[src/sv/wsfd_pkg.sv]
// ============================================================================
// wsfd_pkg: shared types and constants of the WebSocket frame deframer
// Holds the parse phase encoding, the result record and the header codes.
// ============================================================================
package wsfd_pkg;

    // Parse phase of the frame header and payload walk
    typedef enum logic [2:0] {
        PH_HDR0    = 3'd0,
        PH_HDR1    = 3'd1,
        PH_EXTLEN  = 3'd2,
        PH_MASK    = 3'd3,
        PH_PAYLOAD = 3'd4
    } phase_t;

    // One result item as it travels from the parser to the output register
    typedef struct packed {
        logic [3:0] frame_opcode;
        logic [7:0] payload_byte;
        logic       byte_valid;
        logic       frame_end;
        logic       fragment_error;
    } result_t;

    // Seven-bit length codes that announce an extended length
    localparam logic [6:0] LEN_CODE_16 = 7'd126;
    localparam logic [6:0] LEN_CODE_64 = 7'd127;

    // Number of bytes in the extended length fields and in the mask key
    localparam logic [3:0] LEN_BYTES_16  = 4'd2;
    localparam logic [3:0] LEN_BYTES_64  = 4'd8;
    localparam logic [2:0] MASK_KEY_BYTES = 3'd4;

endpackage

[src/sv/websocket_frame_deframer_unit.sv]
// ============================================================================
// websocket_frame_deframer_unit: WebSocket receive-side frame deframer
// Splits a received byte stream into frames and delivers unmasked payload.
// ============================================================================
// Usage:
// The input channel (in_valid, in_ready, rx_byte) takes one raw link byte
// per transaction. The output channel (out_valid, out_ready and the result
// fields) gives one result per payload byte, tagged with the frame opcode;
// the last one of a frame carries frame_end, and fragment_error when the
// FIN bit was clear. A zero-length frame gives a single result with
// byte_valid low. Header, extended length and mask key bytes give no result.
// Each byte is held in an input register, parsed by the header and unmask
// logic, and the result lands in an output register, where out_valid rises
// once it is loaded. While the receiver keeps up a new byte is taken every
// cycle, so throughput is one byte per cycle, set by the single parser pass.
// When the receiver stalls, the result waits in the output register and
// the next byte waits in the input register; in_ready drops only when both
// are full. Reset empties both registers and puts the parser at the first
// header byte of a new frame.
// ============================================================================
module websocket_frame_deframer_unit
(
    input  logic        clk,
    input  logic        rst_n,
    input  logic        in_valid,
    output logic        in_ready,
    input  logic [7:0]  rx_byte,
    output logic        out_valid,
    input  logic        out_ready,
    output logic [3:0]  frame_opcode,
    output logic [7:0]  payload_byte,
    output logic        byte_valid,
    output logic        frame_end,
    output logic        fragment_error
);

    logic              in_valid_reg, in_valid_next;
    logic [7:0]        rx_byte_reg;
    logic              out_free;
    logic              step;
    logic              res_valid;
    wsfd_pkg::result_t res;
    wsfd_pkg::result_t out_data;

    // A held byte is processed whenever its result has somewhere to go
    assign step     = in_valid_reg && out_free;
    assign in_ready = !in_valid_reg || out_free;

    always_comb
    begin
        in_valid_next = in_valid_reg;
        if (in_valid && in_ready)
        begin
            in_valid_next = 1'b1;
        end
        else if (step)
        begin
            in_valid_next = 1'b0;
        end
    end

    // Input register control
    always_ff @(posedge clk or negedge rst_n)
    begin
        if (!rst_n)
        begin
            in_valid_reg <= 1'b0;
        end
        else
        begin
            in_valid_reg <= in_valid_next;
        end
    end

    // Input byte capture
    always_ff @(posedge clk)
    begin
        if (in_valid && in_ready)
        begin
            rx_byte_reg <= rx_byte;
        end
    end

    wsfd_parser u_parser
    (
        .clk       (clk),
        .rst_n     (rst_n),
        .step      (step),
        .rx_byte   (rx_byte_reg),
        .res_valid (res_valid),
        .res       (res)
    );

    wsfd_out_reg u_out_reg
    (
        .clk       (clk),
        .rst_n     (rst_n),
        .load      (step && res_valid),
        .load_data (res),
        .out_free  (out_free),
        .out_valid (out_valid),
        .out_ready (out_ready),
        .out_data  (out_data)
    );

    // Result fields onto the ports
    assign frame_opcode   = out_data.frame_opcode;
    assign payload_byte   = out_data.payload_byte;
    assign byte_valid     = out_data.byte_valid;
    assign frame_end      = out_data.frame_end;
    assign fragment_error = out_data.fragment_error;

endmodule

[src/sv/wsfd_parser.sv]
// ============================================================================
// wsfd_parser: frame header parser and payload unmasker
// Holds the parse state and turns one received byte per step into at most
// one result record.
// ============================================================================
module wsfd_parser
(
    input  logic               clk,
    input  logic               rst_n,
    input  logic               step,
    input  logic [7:0]         rx_byte,
    output logic               res_valid,
    output wsfd_pkg::result_t  res
);

    wsfd_pkg::phase_t phase_reg, phase_next;
    logic             fin_reg, fin_next;
    logic [3:0]       opcode_reg, opcode_next;
    logic             mask_present_reg, mask_present_next;
    logic [3:0]       len_left_reg, len_left_next;
    logic [63:0]      remaining_reg, remaining_next;
    logic [31:0]      key_reg, key_next;
    logic [2:0]       key_left_reg, key_left_next;
    logic [1:0]       position_reg, position_next;

    logic [6:0]       len7;
    logic             len_is_ext;
    logic [63:0]      rem_shift;
    logic [63:0]      rem_dec;
    logic [3:0]       len_left_dec;
    logic [2:0]       key_left_dec;
    logic [7:0]       key_byte;
    logic [7:0]       key_sel;

    // Shared datapath terms
    assign len7         = rx_byte[6:0];
    assign len_is_ext   = (len7 == wsfd_pkg::LEN_CODE_16) || (len7 == wsfd_pkg::LEN_CODE_64);
    assign rem_shift    = {remaining_reg[55:0], rx_byte};
    assign rem_dec      = remaining_reg - 64'd1;
    assign len_left_dec = len_left_reg - 4'd1;
    assign key_left_dec = key_left_reg - 3'd1;

    // Key byte for the current payload position, first key byte first
    always_comb
    begin
        case (position_reg)
            2'd0:    key_sel = key_reg[31:24];
            2'd1:    key_sel = key_reg[23:16];
            2'd2:    key_sel = key_reg[15:8];
            default: key_sel = key_reg[7:0];
        endcase
        key_byte = mask_present_reg ? key_sel : 8'd0;
    end

    // Next state of the parser
    always_comb
    begin
        phase_next        = phase_reg;
        fin_next          = fin_reg;
        opcode_next       = opcode_reg;
        mask_present_next = mask_present_reg;
        len_left_next     = len_left_reg;
        remaining_next    = remaining_reg;
        key_next          = key_reg;
        key_left_next     = key_left_reg;
        position_next     = position_reg;

        case (phase_reg)
            wsfd_pkg::PH_HDR1:
            begin
                mask_present_next = rx_byte[7];
                if (len_is_ext)
                begin
                    len_left_next  = (len7 == wsfd_pkg::LEN_CODE_16) ?
                                     wsfd_pkg::LEN_BYTES_16 : wsfd_pkg::LEN_BYTES_64;
                    remaining_next = 64'd0;
                    phase_next     = wsfd_pkg::PH_EXTLEN;
                end
                else
                begin
                    remaining_next = {57'd0, len7};
                    if (rx_byte[7])
                    begin
                        key_left_next = wsfd_pkg::MASK_KEY_BYTES;
                        phase_next    = wsfd_pkg::PH_MASK;
                    end
                    else
                    begin
                        key_next      = 32'd0;
                        position_next = 2'd0;
                        phase_next    = (len7 == 7'd0) ? wsfd_pkg::PH_HDR0
                                                       : wsfd_pkg::PH_PAYLOAD;
                    end
                end
            end

            wsfd_pkg::PH_EXTLEN:
            begin
                remaining_next = rem_shift;
                len_left_next  = len_left_dec;
                if (len_left_dec == 4'd0)
                begin
                    if (mask_present_reg)
                    begin
                        key_left_next = wsfd_pkg::MASK_KEY_BYTES;
                        phase_next    = wsfd_pkg::PH_MASK;
                    end
                    else
                    begin
                        key_next      = 32'd0;
                        position_next = 2'd0;
                        phase_next    = (rem_shift == 64'd0) ? wsfd_pkg::PH_HDR0
                                                             : wsfd_pkg::PH_PAYLOAD;
                    end
                end
            end

            wsfd_pkg::PH_MASK:
            begin
                key_next      = {key_reg[23:0], rx_byte};
                key_left_next = key_left_dec;
                if (key_left_dec == 3'd0)
                begin
                    position_next = 2'd0;
                    phase_next    = (remaining_reg == 64'd0) ? wsfd_pkg::PH_HDR0
                                                             : wsfd_pkg::PH_PAYLOAD;
                end
            end

            wsfd_pkg::PH_PAYLOAD:
            begin
                remaining_next = rem_dec;
                position_next  = position_reg + 2'd1;
                if (rem_dec == 64'd0)
                begin
                    phase_next = wsfd_pkg::PH_HDR0;
                end
            end

            default:
            begin
                fin_next    = rx_byte[7];
                opcode_next = rx_byte[3:0];
                phase_next  = wsfd_pkg::PH_HDR1;
            end
        endcase
    end

    // Result produced by the current byte
    always_comb
    begin
        res_valid          = 1'b0;
        res.frame_opcode   = opcode_reg;
        res.payload_byte   = 8'd0;
        res.byte_valid     = 1'b0;
        res.frame_end      = 1'b1;
        res.fragment_error = ~fin_reg;

        case (phase_reg)
            wsfd_pkg::PH_HDR1:
            begin
                res_valid = !len_is_ext && !rx_byte[7] && (len7 == 7'd0);
            end

            wsfd_pkg::PH_EXTLEN:
            begin
                res_valid = (len_left_dec == 4'd0) && !mask_present_reg &&
                            (rem_shift == 64'd0);
            end

            wsfd_pkg::PH_MASK:
            begin
                res_valid = (key_left_dec == 3'd0) && (remaining_reg == 64'd0);
            end

            wsfd_pkg::PH_PAYLOAD:
            begin
                res_valid          = 1'b1;
                res.payload_byte   = rx_byte ^ key_byte;
                res.byte_valid     = 1'b1;
                res.frame_end      = (rem_dec == 64'd0);
                res.fragment_error = (rem_dec == 64'd0) && !fin_reg;
            end

            default:
            begin
                res_valid = 1'b0;
            end
        endcase
    end

    // Parser state registers, advanced once per processed byte
    always_ff @(posedge clk or negedge rst_n)
    begin
        if (!rst_n)
        begin
            phase_reg        <= wsfd_pkg::PH_HDR0;
            fin_reg          <= 1'b0;
            opcode_reg       <= 4'd0;
            mask_present_reg <= 1'b0;
            len_left_reg     <= 4'd0;
            remaining_reg    <= 64'd0;
            key_reg          <= 32'd0;
            key_left_reg     <= 3'd0;
            position_reg     <= 2'd0;
        end
        else if (step)
        begin
            phase_reg        <= phase_next;
            fin_reg          <= fin_next;
            opcode_reg       <= opcode_next;
            mask_present_reg <= mask_present_next;
            len_left_reg     <= len_left_next;
            remaining_reg    <= remaining_next;
            key_reg          <= key_next;
            key_left_reg     <= key_left_next;
            position_reg     <= position_next;
        end
    end

    // Every payload byte yields a result
    a_payload_result: assert property (@(posedge clk) disable iff (!rst_n)
        (step && phase_reg == wsfd_pkg::PH_PAYLOAD) |-> res_valid)
        else $error("payload byte produced no result");

    // An empty-frame marker always closes its frame
    a_empty_ends: assert property (@(posedge clk) disable iff (!rst_n)
        (res_valid && !res.byte_valid) |-> res.frame_end)
        else $error("empty-frame marker without frame end");

    // After the last result of a frame the parser waits for a new header
    a_end_to_hdr: assert property (@(posedge clk) disable iff (!rst_n)
        (step && res_valid && res.frame_end) |=> (phase_reg == wsfd_pkg::PH_HDR0))
        else $error("parser did not return to header phase after frame end");

    // State only moves when a byte is processed
    a_hold_idle: assert property (@(posedge clk) disable iff (!rst_n)
        !step |=> ($stable(phase_reg) && $stable(remaining_reg)))
        else $error("parser state changed without a byte");

endmodule

[src/sv/wsfd_out_reg.sv]
// ============================================================================
// wsfd_out_reg: result register of the deframer
// Holds one result record and presents it on a valid/ready channel.
// ============================================================================
module wsfd_out_reg
(
    input  logic               clk,
    input  logic               rst_n,
    input  logic               load,
    input  wsfd_pkg::result_t  load_data,
    output logic               out_free,
    output logic               out_valid,
    input  logic               out_ready,
    output wsfd_pkg::result_t  out_data
);

    logic              valid_reg, valid_next;
    wsfd_pkg::result_t data_reg;

    // The register can take a new result when empty or being drained
    assign out_free  = !valid_reg || out_ready;
    assign out_valid = valid_reg;
    assign out_data  = data_reg;

    always_comb
    begin
        valid_next = valid_reg;
        if (load)
        begin
            valid_next = 1'b1;
        end
        else if (out_ready)
        begin
            valid_next = 1'b0;
        end
    end

    // Control flag of the result register
    always_ff @(posedge clk or negedge rst_n)
    begin
        if (!rst_n)
        begin
            valid_reg <= 1'b0;
        end
        else
        begin
            valid_reg <= valid_next;
        end
    end

    // Result payload, loaded without reset
    always_ff @(posedge clk)
    begin
        if (load)
        begin
            data_reg <= load_data;
        end
    end

endmodule

[config.mk]
export PLATFORM = sky130hd
export DESIGN_NAME = websocket_frame_deframer_unit
export DESIGN_NICKNAME = d
export VERILOG_FILES = /design/src/sv/wsfd_pkg.sv /design/src/sv/websocket_frame_deframer_unit.sv /design/src/sv/wsfd_parser.sv /design/src/sv/wsfd_out_reg.sv
export SDC_FILE = /design/constraint.sdc
export NUM_CORES = 1
export LEC_CHECK = 0
export ABC_AREA = 1
export BUFFER_PORTS_ARGS = -buffer_cell sky130_fd_sc_hd__buf_4
export CAP_MARGIN = 10
export CORE_ASPECT_RATIO = 1.1
export CORE_MARGIN = 2
export CORE_UTILIZATION = 45
export DETAILED_ROUTE_END_ITERATION = 16
export PLACE_DENSITY_LB_ADDON = 0.1
export SYNTH_ARGS = -nofsm -noshare
export SYNTH_HDL_FRONTEND = slang
export SYNTH_SLANG_ARGS = --single-unit
[constraint.sdc]
create_clock -name clk -period 6.15 [get_ports clk]
set_input_delay 0.615 -clock clk [delete_from_list [all_inputs] [get_ports clk]]
set_output_delay 0.615 -clock clk [all_outputs]
set_load 0.005 [all_outputs]
==> flow_metrics.py <==
metrics = {
    "status": {
        "outcome": "complete, no violations",
    },
    "min_path": {
        "hold_class": "in2async",
    },
    "die": {
        "row_count": 54,
        "die_width_um": 138,
        "coreArea_um2": 19700,
        "die_y_um": 152,
        "fp.dieArea_um2": 21000,
        "ios": 29,
        "initial_core_util_pct": 45.4,
    },
    "clock_tree": {
        "cts.sinks": 139,
        "holdBufCountCts": 0,
        "htree_levels": 4,
        "clk_pin_slew_worst_paths_ns": 0.07,
        "cts_resized": 0,
        "cts_root_buffer": "clkbuf_16",
        "numCtsBuffers": 17,
        "cts_tree": "built",
        "cts_setup_buffers": 0,
        "clock_latency_ns": 0.44,
        "cts.path.max_buffers": 2,
    },
    "route": {
        "wl_per_cell_um": 17.3,
        "via_count": 8518,
        "top_layer_used": "met4",
        "drt_wl_total_um": 26800,
        "dr.pass1.iters": 6,
        "dr_wl_met2_um": 12900,
        "wl_met1_um": 12100,
        "wl_met3_um": 1010,
        "drc": 0,
        "ant_nets": 0,
        "viasPerCell": 5.50,
        "initialDrtViolationCount": 631,
    },
    "synthesis": {
        "ys.warnings.count": 0,
        "yosysMostFrequentCell": "nand2_1",
        "synth-edff-count": 23,
        "syn_inst": 1272,
        "synth_top_area_share_pct": 32.6,
        "synthTopCellsByArea": "dfrtp_1 33%, nand2_1 14%, edfxtp_1 7.7%",
        "synth_adder_area_share_pct": 1.40,
        "ys_types": 41,
        "synth_top_family_by_area": "simple AND/OR/NAND/NOR gates",
        "syn_area_um2": 8920,
        "yosys.area.top_type": "dfrtp_1",
        "async_flop_share_pct": 83.5,
        "synth_compound_area_share_pct": 16.1,
        "synth-seq-area-share_pct": 40.3,
        "synth_seq_cells": 139,
        "synth_area_per_cell_um2": 7.01,
        "synth_nets": 1294,
        "synth-simple-area-share_pct": 33.4,
        "synth_common_cells": "336 x nand2_1, 173 x nor2_1, 139 x inv_1",
        "synth_ff_type": "dfrtp_1",
        "synth_xor_area_share_pct": 0.884,
        "synthMuxAreaShare_pct": 0,
    },
    "final_layout": {
        "n_fill_cell": 1950,
        "largest_reg_flops": 64,
        "design_area_um2": 9920,
        "drive_gt1_share_pct": 8.78,
        "area_delta_synth_final_pct": 11.3,
        "nets": 1307,
        "diodes": 0,
    },
    "grt": {
        "overflow": 0,
        "grt_pass1_wl_um": 43000,
        "first_global_vias": 7962,
        "grt_max_degree": 85,
        "antenna_found_initial": 0,
        "track_usage_pct": 26.1,
    },
    "critical_path": {
        "crit_path_frequent_cell": "a21oi_1",
        "path_class": "reg2reg",
        "cpPeakStageDelay_ns": 0.83,
        "cp_slowest_cell": "clkinv_2",
        "cp.required_ns": 6.45,
        "cp_max_fo": 84,
        "cp.buffers_inverters": 4,
        "critPathTopFamily": "buffers and inverters",
        "startpoint_type": "flip-flop",
        "cp.arrival_ns": 3.52,
        "endpoint_kind": "flip-flop",
        "crit_chain": "a21oi_1 -> inv_1 -> a21oi_1 -> buf_4 -> clkinv_2 -> buf_4 -> a21oi_1 -> a22oi_1",
        "reg2reg_slack_ns": 2.93,
        "rr_worst_depth": 8,
        "r2r-end": "u_parser.remaining_reg[9]",
        "r2r_start": "u_out_reg.out_valid",
    },
    "power_and_ir_drop": {
        "power_density_nw_per_um2": 467,
        "vdd_drop_max_uv": 193,
        "p_leak_nw": 4.27,
    },
    "placement": {
        "place_area_um2": 9340,
        "hpwlAfterDp_um": 19100,
        "place.gp.congestion": 0.955,
        "portBuffers": 28,
    },
    "sta": {
        "tightest_slew_ns": 1.09,
        "finalCritPeriodShare_pct": 52.3,
        "rsz0062_at_grt": "false",
        "timing.fmax_mhz": 311,
        "finalCriticalPeriod_ns": 3.22,
        "relSlewSlack_pct": 27.2,
        "finalSetupViolCount": 0,
        "final_hold_viol_count": 0,
        "fin_skew_ns": 0.0109,
        "tns_ns": 0,
        "finalMaxSlewViolations": 0,
    },
    "job": {
        "timing.max_cap.violations": 0,
    },
}
[metrics by stage]
| step | std cells | worst slack (ns) | hold slack (ns) | utilization, % | power, mW |
|---|---|---|---|---|---|
| floorplan | 1272 | 3.27 | 0.319 | - | 2.98 |
| global placement | 1518 | 2.80 | 0.450 | 47.5 | 3.56 |
| detailed placement | 1518 | 2.67 | 0.438 | 47.5 | 3.59 |
| CTS | 1550 | 2.93 | 0.312 | 50.5 | 4.64 |
| global route | 1550 | 2.65 | 0.338 | 50.5 | 4.99 |
| finish | 1550 | 2.93 | 0.256 | 50.5 | 4.64 |
[cell usage in the layout (no fill, tap or decap), types with 9 or more instances in the layout]
cell type | Yosys | final
nand3_1 | 99 | 99
nand2_1 | 336 | 336
a31oi_1 | 9 | 9
dfrtp_1 | 116 | 116
nor2_1 | 173 | 173
a22oi_1 | 53 | 53
nand2_2 | 10 | 10
inv_1 | 139 | 139
ha_1 | 10 | 10
o21ai_0 | 99 | 99
nor2_2 | 16 | 15
a21oi_1 | 70 | 70
buf_4 | 0 | 35
edfxtp_1 | 23 | 23
clkbuf_16 | 0 | 17
nand3b_1 | 12 | 12
[cells by family (layout without fill, tap and decap cells)]
group           after synthesis  in the layout
flops                       139            139
xor+xnor                      9              9
buf+inv                     184            210
compound gates              249            249
fa+ha+maj                    10             10
simple gates                681            681
[routing by layer]
layer  vias up  global-route usage [%]
li1       4206                       -
met1      4061                    33.8
met2       206                    45.1
met3        45                    3.77
met4         0                    8.93
met5         -                       0
[worst max path at each step]
stage          slack [ns]                    endpoint                       from  cells after the start
2_1_floorplan        3.27       u_out_reg.out_data[0]  u_parser.remaining_reg[0]                     12
3_3_place_gp         2.80  u_parser.remaining_reg[28]                  out_ready                     10
3_5_place_dp         2.67   u_parser.remaining_reg[9]                  out_ready                     10
4_1_cts              2.93   u_parser.remaining_reg[9]      u_parser.phase_reg[0]                      8
5_1_grt              2.65  u_parser.remaining_reg[18]        u_out_reg.out_valid                      8
6_report             2.93   u_parser.remaining_reg[9]        u_out_reg.out_valid                      8
[layout make-up]
type	instances	area, um^2	share of cell area (%)
clock inverters	13	134	1.35
multi-input cells	949	4630	46.7
well taps	252	315	3.18
inverters	143	538	5.42
repair buffers	35	263	2.65
flip-flops and latches	139	3590	36.2
clock buffers	19	443	4.46
[report_power, final]
group | leakage, nW | internal (mW) | switching [mW]
logic | 2.30 | 0.633 | 1.32
registers | 1.69 | 1.24 | 0.413
clock network | 0.273 | 0.578 | 0.459
total | 4.27 | 2.45 | 2.19
Power figures use the tool's default switching activity.
